`src/hw/rtl/assert_macros.svh`:
```
// assertion macros used by the top-level rtl file
// no dependencies; clock clk_i and reset rst_ni are expected in scope
`ifndef ASSERT_MACROS_SVH
`define ASSERT_MACROS_SVH

// property holds at every rising clock edge outside reset
`define ASSERT_ALWAYS(lbl, prop) \
  lbl: assert property (@(posedge clk_i) disable iff (!rst_ni) (prop)) \
    else $error("assertion failed");

// consequent holds in the cycle after the antecedent
`define ASSERT_NEXT(lbl, ante, cons) \
  lbl: assert property (@(posedge clk_i) disable iff (!rst_ni) (ante) |=> (cons)) \
    else $error("assertion failed");

`endif

```
`src/hw/rtl/lcd4_pkg.sv`:
```
// types, codes and constants for the 4-bit character lcd write sequencer
// no dependencies
package lcd4_pkg;

  localparam int unsigned HoldW = 20;
  localparam logic [HoldW-1:0] HoldTicksReset = 20'd5000;

  localparam logic [2:0] FUNC_TICK   = 3'd0;
  localparam logic [2:0] FUNC_INSTR  = 3'd1;
  localparam logic [2:0] FUNC_DATA   = 3'd2;
  localparam logic [2:0] FUNC_NIBBLE = 3'd3;
  localparam logic [2:0] FUNC_CURSOR = 3'd4;
  localparam logic [2:0] FUNC_INIT   = 3'd5;

  localparam logic [2:0] PH_IDLE  = 3'd0;
  localparam logic [2:0] PH_HIGH  = 3'd1;
  localparam logic [2:0] PH_GAP   = 3'd2;
  localparam logic [2:0] PH_LOW   = 3'd3;
  localparam logic [2:0] PH_TRAIL = 3'd4;

  localparam logic [3:0] InitLen     = 4'd8;
  localparam logic [3:0] InitNibbles = 4'd4;
  localparam logic [7:0] CursorBase  = 8'h80;

  typedef struct packed {
    logic [2:0] func;
    logic [7:0] value;
    logic [5:0] column;
    logic [1:0] row;
  } req_t;

  typedef struct packed {
    logic [3:0] data_pins;
    logic       enable;
    logic       reg_select;
    logic       read_write;
    logic       busy_res;
    logic       rejected;
  } res_t;

  typedef struct packed {
    logic [2:0]       phase;
    logic [HoldW-1:0] wait_cnt;
    logic [7:0]       held_byte;
    logic             held_rs;
    logic             nibble_only;
    logic [3:0]       init_step;
  } seq_state_t;

  function automatic logic [7:0] init_byte(input logic [2:0] idx);
    logic [7:0] b;
    unique case (idx)
      3'd0:    b = 8'h30;
      3'd1:    b = 8'h30;
      3'd2:    b = 8'h30;
      3'd3:    b = 8'h20;
      3'd4:    b = 8'h28;
      3'd5:    b = 8'h0E;
      3'd6:    b = 8'h01;
      default: b = 8'h06;
    endcase
    return b;
  endfunction

endpackage

```
`src/hw/rtl/lcd4_seq.sv`:
```
// transfer sequencer: state registers and combinational next-state and pin logic
// depends on lcd4_pkg
module lcd4_seq import lcd4_pkg::*; (
  input  logic             clk_i,
  input  logic             rst_ni,
  input  logic             acc_i,
  input  req_t             req_i,
  input  logic [HoldW-1:0] hold_i,
  output res_t             res_o
);

  seq_state_t st_q, st_d;
  logic [HoldW-1:0] hold_eff;

  function automatic seq_state_t begin_xfer(input seq_state_t s, input logic [7:0] b,
                                            input logic rs, input logic nib,
                                            input logic [HoldW-1:0] h);
    seq_state_t n;
    n             = s;
    n.held_byte   = b;
    n.held_rs     = rs;
    n.nibble_only = nib;
    n.phase       = PH_HIGH;
    n.wait_cnt    = h;
    return n;
  endfunction

  function automatic seq_state_t end_xfer(input seq_state_t s, input logic [HoldW-1:0] h);
    seq_state_t n;
    logic [3:0] k;
    n = s;
    k = s.init_step;
    if (k >= 4'd1 && k < InitLen) begin
      n.init_step = k + 4'd1;
      n = begin_xfer(n, init_byte(k[2:0]), 1'b0, (k < InitNibbles), h);
    end else begin
      n.init_step = '0;
      n.phase     = PH_IDLE;
      n.wait_cnt  = '0;
      n.held_rs   = 1'b0;
    end
    return n;
  endfunction

  assign hold_eff = (hold_i == '0) ? HoldW'(1) : hold_i;

  logic busy_now, rej;
  logic [7:0] cursor_cmd;

  assign busy_now   = (st_q.phase != PH_IDLE);
  assign cursor_cmd = CursorBase + {req_i.row, req_i.column};

  always_comb begin
    st_d = st_q;
    rej  = 1'b0;
    if (req_i.func == FUNC_TICK) begin
      unique case (st_q.phase)
        PH_HIGH: begin
          if (st_q.wait_cnt <= HoldW'(1)) begin
            st_d.phase    = PH_GAP;
            st_d.wait_cnt = '0;
          end else begin
            st_d.wait_cnt = st_q.wait_cnt - HoldW'(1);
          end
        end
        PH_GAP: begin
          if (st_q.nibble_only) begin
            st_d = end_xfer(st_q, hold_eff);
          end else begin
            st_d.phase    = PH_LOW;
            st_d.wait_cnt = hold_eff;
          end
        end
        PH_LOW: begin
          if (st_q.wait_cnt <= HoldW'(1)) begin
            st_d.phase    = PH_TRAIL;
            st_d.wait_cnt = hold_eff;
          end else begin
            st_d.wait_cnt = st_q.wait_cnt - HoldW'(1);
          end
        end
        PH_TRAIL: begin
          if (st_q.wait_cnt <= HoldW'(1)) begin
            st_d = end_xfer(st_q, hold_eff);
          end else begin
            st_d.wait_cnt = st_q.wait_cnt - HoldW'(1);
          end
        end
        default: ;
      endcase
    end else if (req_i.func <= FUNC_INIT) begin
      if (busy_now) begin
        rej = 1'b1;
      end else begin
        unique case (req_i.func)
          FUNC_INSTR:  st_d = begin_xfer(st_q, req_i.value, 1'b0, 1'b0, hold_eff);
          FUNC_DATA:   st_d = begin_xfer(st_q, req_i.value, 1'b1, 1'b0, hold_eff);
          FUNC_NIBBLE: st_d = begin_xfer(st_q, req_i.value, 1'b0, 1'b1, hold_eff);
          FUNC_CURSOR: st_d = begin_xfer(st_q, cursor_cmd, 1'b0, 1'b0, hold_eff);
          default: begin
            st_d           = st_q;
            st_d.init_step = 4'd1;
            st_d           = begin_xfer(st_d, init_byte(3'd0), 1'b0, 1'b1, hold_eff);
          end
        endcase
      end
    end
  end

  // pin levels follow the updated state
  always_comb begin
    res_o            = '0;
    res_o.busy_res   = (st_d.phase != PH_IDLE);
    res_o.reg_select = res_o.busy_res & st_d.held_rs;
    res_o.rejected   = rej;
    if (st_d.phase == PH_HIGH) begin
      res_o.data_pins = st_d.held_byte[7:4];
      res_o.enable    = 1'b1;
    end else if (st_d.phase == PH_LOW) begin
      res_o.data_pins = st_d.held_byte[3:0];
      res_o.enable    = 1'b1;
    end
  end

  always_ff @(posedge clk_i or negedge rst_ni) begin
    if (!rst_ni) begin
      st_q <= '0;
    end else if (acc_i) begin
      st_q <= st_d;
    end
  end

endmodule

```
`src/hw/rtl/char_lcd_4bit_write_sequencer_unit.sv`:
```
// a result is written to the output register when it is free, else to the skid entry
// throughput: one request per cycle; an output register plus one skid entry, input stalls while the skid entry is held
// the sequencer next state is combinational from the registered state and is registered when a request is accepted
// reset: asynchronous active low; sequencer idle, output empty, hold_ticks 5000
// top level of the 4-bit character lcd write sequencer
// depends on lcd4_pkg, lcd4_seq and assert_macros.svh
`include "assert_macros.svh"

module char_lcd_4bit_write_sequencer_unit import lcd4_pkg::*; (
  input  logic             clk_i,
  input  logic             rst_ni,
  input  logic             in_valid_i,
  output logic             in_stall_o,
  input  req_t             in_req_i,
  output logic             out_valid_o,
  input  logic             out_stall_i,
  output res_t             out_res_o,
  input  logic             cfg_valid_i,
  output logic             cfg_ready_o,
  input  logic [HoldW-1:0] cfg_data_i
);

  logic [HoldW-1:0] hold_q;
  logic             acc;
  res_t             res;
  res_t             out_q, skid_q;
  logic             out_v_q, skid_v_q;
  logic             out_free;

  assign cfg_ready_o = 1'b1;
  assign in_stall_o  = skid_v_q;
  assign acc         = in_valid_i & ~in_stall_o;
  assign out_free    = ~out_v_q | ~out_stall_i;

  always_ff @(posedge clk_i or negedge rst_ni) begin
    if (!rst_ni) begin
      hold_q <= HoldTicksReset;
    end else if (cfg_valid_i && cfg_ready_o) begin
      hold_q <= cfg_data_i;
    end
  end

  lcd4_seq u_seq (
    .clk_i  (clk_i),
    .rst_ni (rst_ni),
    .acc_i  (acc),
    .req_i  (in_req_i),
    .hold_i (hold_q),
    .res_o  (res)
  );

  always_ff @(posedge clk_i or negedge rst_ni) begin
    if (!rst_ni) begin
      out_v_q  <= 1'b0;
      skid_v_q <= 1'b0;
    end else if (out_free) begin
      if (skid_v_q) begin
        out_v_q  <= 1'b1;
        skid_v_q <= 1'b0;
      end else begin
        out_v_q <= acc;
      end
    end else if (acc) begin
      skid_v_q <= 1'b1;
    end
  end

  always_ff @(posedge clk_i) begin
    if (out_free) begin
      if (skid_v_q) begin
        out_q <= skid_q;
      end else if (acc) begin
        out_q <= res;
      end
    end else if (acc) begin
      skid_q <= res;
    end
  end

  assign out_valid_o = out_v_q;
  assign out_res_o   = out_q;

  `ASSERT_ALWAYS(a_skid_behind_out, !skid_v_q || out_v_q)
  `ASSERT_NEXT(a_skid_drains, skid_v_q && !out_stall_i, out_v_q && !skid_v_q)
  `ASSERT_ALWAYS(a_enable_busy, !out_v_q || !out_q.enable || out_q.busy_res)
  `ASSERT_ALWAYS(a_rs_busy, !out_v_q || !out_q.reg_select || out_q.busy_res)

endmodule
```
`config.mk`:
```
export PLATFORM = sky130hd
export DESIGN_NAME = char_lcd_4bit_write_sequencer_unit
export DESIGN_NICKNAME = d
export VERILOG_FILES = /design/src/hw/rtl/lcd4_pkg.sv /design/src/hw/rtl/lcd4_seq.sv /design/src/hw/rtl/char_lcd_4bit_write_sequencer_unit.sv
export VERILOG_INCLUDE_DIRS = /design/src /design/src/hw/rtl
export SDC_FILE = /design/constraint.sdc
export NUM_CORES = 1
export LEC_CHECK = 0
export ABC_AREA = 1
export BUFFER_PORTS_ARGS = -buffer_cell sky130_fd_sc_hd__buf_2
export CORE_UTILIZATION = 52
export DETAILED_ROUTE_END_ITERATION = 6
export GPL_TIMING_DRIVEN = 0
export HOLD_SLACK_MARGIN = 0.08
export PLACE_DENSITY = 0.72
export SYNTH_ARGS = -nofsm -noshare
export SYNTH_HDL_FRONTEND = slang
export SYNTH_SLANG_ARGS = --single-unit
```
`constraint.sdc`:
```
create_clock -name clk_i -period 2.4 [get_ports clk_i]
set_input_delay 0.48 -clock clk_i [delete_from_list [all_inputs] [get_ports clk_i]]
set_output_delay 0.48 -clock clk_i [all_outputs]
set_load 0.02 [all_outputs]
```
# --- After elaboration in Yosys (flattened, before gate mapping) ---
# Index checks and enable logic that the tools add are counted.
classes:
  n_reduce_logical: 15
  n_eq_ne: 26
  muxes: 32
  add_sub_neg: 3
  bitwise_logic: 7
  order_cmp: 5
op_table:
  columns: ["operator", "n"]
  rows:
  - ["37-bit 2-to-1 mux", 3]
  - ["23-bit one-hot mux with 4 select lines", 1]
  - ["20-bit 2-to-1 mux", 4]
  - ["14-bit one-hot mux with 4 select lines", 1]
  - ["6-bit one-hot mux with 5 select lines", 1]
  - ["14-bit 2-to-1 mux", 2]
  - ["14-bit one-hot mux with 2 select lines", 1]
  - ["22-bit 2-to-1 mux", 1]
  - ["3-bit by 2-bit equality test with 1-bit output (second input constant)", 7]
  - ["21-bit 2-to-1 mux", 1]
  - ["20-bit by 1-bit <= comparator with 1-bit output (second input constant)", 1]
  - ["20-bit logical NOT", 1]
  - ["20-bit by 1-bit subtractor with 20-bit output (second input constant)", 1]
  - ["9-bit 2-to-1 mux", 2]
  - ["3-bit equality test (second input constant)", 5]
  - ["3-bit by 1-bit equality test with 1-bit output (second input constant)", 4]
  - ["5-bit 2-to-1 mux", 2]
  - ["10-bit AND reduction", 1]
  - ["3-bit 2-to-1 mux", 3]
  - ["3-bit != test (second input constant)", 3]
  - ["8-bit adder (first input constant)", 1]
  - ["1-bit 2-to-1 mux", 8]
  - ["8-bit 2-to-1 mux", 1]
  - ["2-bit by 1-bit != test with 1-bit output (second input constant)", 4]
  - ["20 further kinds", 29]
totals:
  output_inout_bits: 12
  elab_cells: 107
  inputBits: 44
  reg_bits: 75

# --- Longest topological paths before layout ---
logic_depth:
  ltp_word: 12
  ltp_mapped: 17
  ltp_nobuf: 17

# --- Hierarchy ---
# A second synthesis with hierarchy kept.
unflattened:
  cells_unflattened: 677
  area_unflattened_um2: 4999.8
by_module_without_submodules:
  columns: ["mod", "n_inst", "cells_per_inst", "area_each_um2"]
  rows:
  - ["lcd4_seq", 1, 532, 3470.8]
  - ["char_lcd_4bit_write_sequencer_unit", 1, 145, 1529.0]

# --- Worst setup path after synthesis ---
# No wires, ideal clock.
synth_path:
  kind: "flip-flop to flip-flop"
  from: "reg u_seq.st_q[1] in the netlist's numbering"
  to: "reg out_q (netlist bit out_res_o[5]) (data pin)"
  path_buffers: 0
  stages_incl_launch_ff: 15
  slack_ns: 0.234
  setup_time_ns: 0.252
  arrival_ns: 1.914
  path_cell_list: "dfrtp_1 > inv_1 > ha_1 > inv_1 > nand2_1 > o21ai_2 > inv_1 > o21ai_2 > nand2_1 > o21bai_4 > nor2_1 > nand2_1 > nand2_2 > nand2_1 > nand2_1"
synth_lines:
  columns: ["item", "line_no", "text"]
  rows:
  - ["start: declaration", "lcd4_seq.sv:12", "seq_state_t st_q, st_d;"]
  - ["start signal: assignment", "lcd4_seq.sv:129", "st_q <= st_d;"]
  - ["end signal: assignment", "char_lcd_4bit_write_sequencer_unit.sv:71", "out_q <= skid_q;"]
  - ["end signal: assignment", "char_lcd_4bit_write_sequencer_unit.sv:73", "out_q <= res;"]
  - ["end: declaration", "char_lcd_4bit_write_sequencer_unit.sv:26", "res_t out_q, skid_q;"]

==> reports/qor.yml <==
status: "complete, no violations"
postSynthCellCount: 621
die_y_um: 98.56
busiest_layer: "met2"
placed_area_um2: 5244
row_count: 34
antenna_found_initial: 0
combPwrFrac: 0.275
detail-route-antenna-nets: 0
slew_headroom: 0.4451
portBuffers: 52
start_util: 0.5453
worstPathArrival_ns: 2.39
final_common_cell: "nand2_1"
path_clk_slew_ns: 0.09
seq_power_share: 0.432
irDropWorstVdd_mv: 0.3840
power_density_nw_per_um2: 684.9
routabilityCongestion: 0.8685
yosysTopAreaCell: "dfrtp_1"
dp.cells: 781
async_flop_share: 0.7867
slowest_stage: "dfrtp_1"
pwr-share-clk: 0.293
grt_first_pass_wirelength_um: 19640
finalPower_uw: 3815
worstPathMaxFanout: 5
p_int_uw: 2473
cts.path.max_buffers: 2
startpoint_type: "register"
yosys_warnings: 0
netlist_top_cells_area: "dfrtp_1 (28%), nand2_1 (13%), edfxtp_1 (9.9%), inv_1 (5.0%), nor2_1 (4.3%)"
core-area_um2: 8891
met3_usage: 0.03546
post-route-period-util: 0.9409
hold_path.class: "input port to async pin"
antennaDiodeCount: 0
dp_hpwl_um: 8644
final-hold-violation-count: 0
setup_viol: 0
crit_path_end_kind: "register"
tritoncts: "done"
syn_nets: 671
synthFlopType: "dfrtp_1"
skew_ns: 0.01630
wl_per_cell_um: 14.68
area_growth_pct: 14.89
final_cell_area_um2: 5570
p_sw_uw: 1342
cp.required_ns: 2.53
switching_share: 0.3518
cts_made_buffers: 9
drt_iter0_drc: 177
drv_cap: 0
die-width_um: 98.56
use_met2: 0.4648
via_per_inst: 5.485
period_needed_ns: 2.258
crit_path_cell_trace: "inv_1 > ha_2 > nand2_2 > nor2_4 > nand3_2 > nand2_4 > nand2_1 > nand2_1 > nand2_1 > o21bai_4 > buf_4 > nor2_1 > nand2_1 > nand2_1"
synth_edf_count: 16
layout-drive-gt1-share: 0.2471
synth_top_area_frac: 0.2787
final_cell_mix: "nand2_1 (166), inv_1 (62), buf_2 (58)"
clk_latency_ns: 0.37
overflow: 0
power.leakage_uw: 0.002635
critPathMostFrequentCell: "nand2_1"
grt_pass1_vias: 4358
critPathMaxStageDelay_ns: 0.39
worstSetupPathType: "register to register"
cts_max_level: 3
worst_pin_slew_ns: 0.8323
synth_area_um2: 4848
final_cell_count_no_fill: 804
grt_util_met1: 0.3054
finalMaxSlewViolations: 0
synth-seq-area-share: 0.4049
dieArea_um2: 9714
max_freq_mhz: 442.8
yosys.cell_types.count: 50
rr_worst_depth: 14
cts_root_buf: "clkbuf_8"
cts_sinks: 75
ios: 56
drt-total-wl_um: 11800
syn_avg_cell_area_um2: 7.807
tns_ns: 0
num_vias: 4410
drt_pass1_iterations: 6
grt_usage: 0.2564
grt_start_max_net_pins: 60
holdWs_ns: 0.1878
nets: 741
drcViolationCount: 0
ys_seq_elements: 75
==> power by group through the flow <==
| stage | sequential, µW | combinational, µW | clock [µW] |
|---|---|---|---|
| after CTS | 1650 | 1040 | 1130 |
| after floorplan | 1660 | 745 | 0 |
| after detailed placement | 1670 | 1010 | 0 |
| after global routing | 1680 | 1190 | 1180 |
| after global placement | 1670 | 979 | 0 |
| final | 1650 | 1050 | 1120 |
==> per-stage QoR <==
| stage | util | worst slack (ns) |
|---|---|---|
| 6_report | 0.6265 | 0.1419 |
| 5_1_grt | 0.6265 | -0.01335 |
| 4_1_cts | 0.6174 | 0.01074 |
| 3_5_place_dp | 0.5898 | -0.1227 |
| 3_3_place_gp | 0.5898 | -0.1095 |
| 2_1_floorplan | - | 0.2336 |
==> critical path, delay by kind of cell (launching register included) <==
family / cells / cell delay [ns]
compound gates: 1 / 0.23
fa+ha+maj: 1 / 0.22
simple gates: 10 / 0.93
buf+inv: 2 / 0.27
flops: 1 / 0.39
==> final cells by class <==
type | instances | area [µm²]
inverters | 77 | 306.5
well taps | 108 | 135.1
clock buffers | 9 | 123.9
plain buffers | 15 | 78.83
repair buffers | 59 | 312.8
fillers | 774 | 3321
flip-flops and latches | 75 | 1964
clock inverters | 7 | 98.84
multi-input cells | 454 | 2550
==> flip-flops by register name, indices dropped and copies added (netlist names) <==
register,count
in_stall_o,1
hold_q,20
u_seq.st_q,37
out_res_o,8
out_valid_o,1
skid_q,8
==> synthesized netlist by cell type (all sizes together) (10+ instances only) <==
cell,instances
nand4,10
buf,10
a21oi,26
a22oi,14
nand2,187
inv,76
edfxtp,16
mux2,14
o21ai,39
a31oi,11
nand3,39
nor2,67
dfrtp,54
==> metal layers <==
layer / part of all wire / up-vias
met4: 0.018 / 0
li1: - / 2193
met2: 0.52 / 141
met5: 0 / -
met3: 0.044 / 21
met1: 0.42 / 2055
==> repair_timing <==
item,in CTS,in global routing
cloned,0,0
endpoints found under the setup margin,20,31
gates resized for setup,2,15
pin swaps,1,5
hold buffers,0,0
buffers inserted,2,5
==> final timing paths <==
kind | startpoint | slack [ns] | endpoint
min in group clk_i | cfg_data_i[0] | 0.32 | hold_q[0]$_DFFE_PN0P_
max in group asynchronous | rst_ni | 1.68 | u_seq.st_q[1]$_DFFE_PN0P_
max reg2reg | u_seq.st_q[14]$_DFFE_PN0P_ | 0.14 | out_res_o[4]$_DFFE_PP_
min | rst_ni | 0.19 | u_seq.st_q[3]$_DFFE_PN0P_
min reg2reg | u_seq.st_q[5]$_DFFE_PN0P_ | 0.50 | u_seq.st_q[5]$_DFFE_PN0P_
max | u_seq.st_q[14]$_DFFE_PN0P_ | 0.14 | out_res_o[4]$_DFFE_PP_
==> cell families after synthesis <==
kind of cell / count (synthesis) / synth area share
compound gates: 108 / 0.1425
xor+xnor: 7 / 0.01265
fa+ha+maj: 6 / 0.01548
buf+inv: 92 / 0.07897
flops: 75 / 0.4049
mux: 15 / 0.03458
other cells: 2 / 0.001549
simple gates: 316 / 0.3094
No activity file was read; power rests on OpenSTA's default activity.
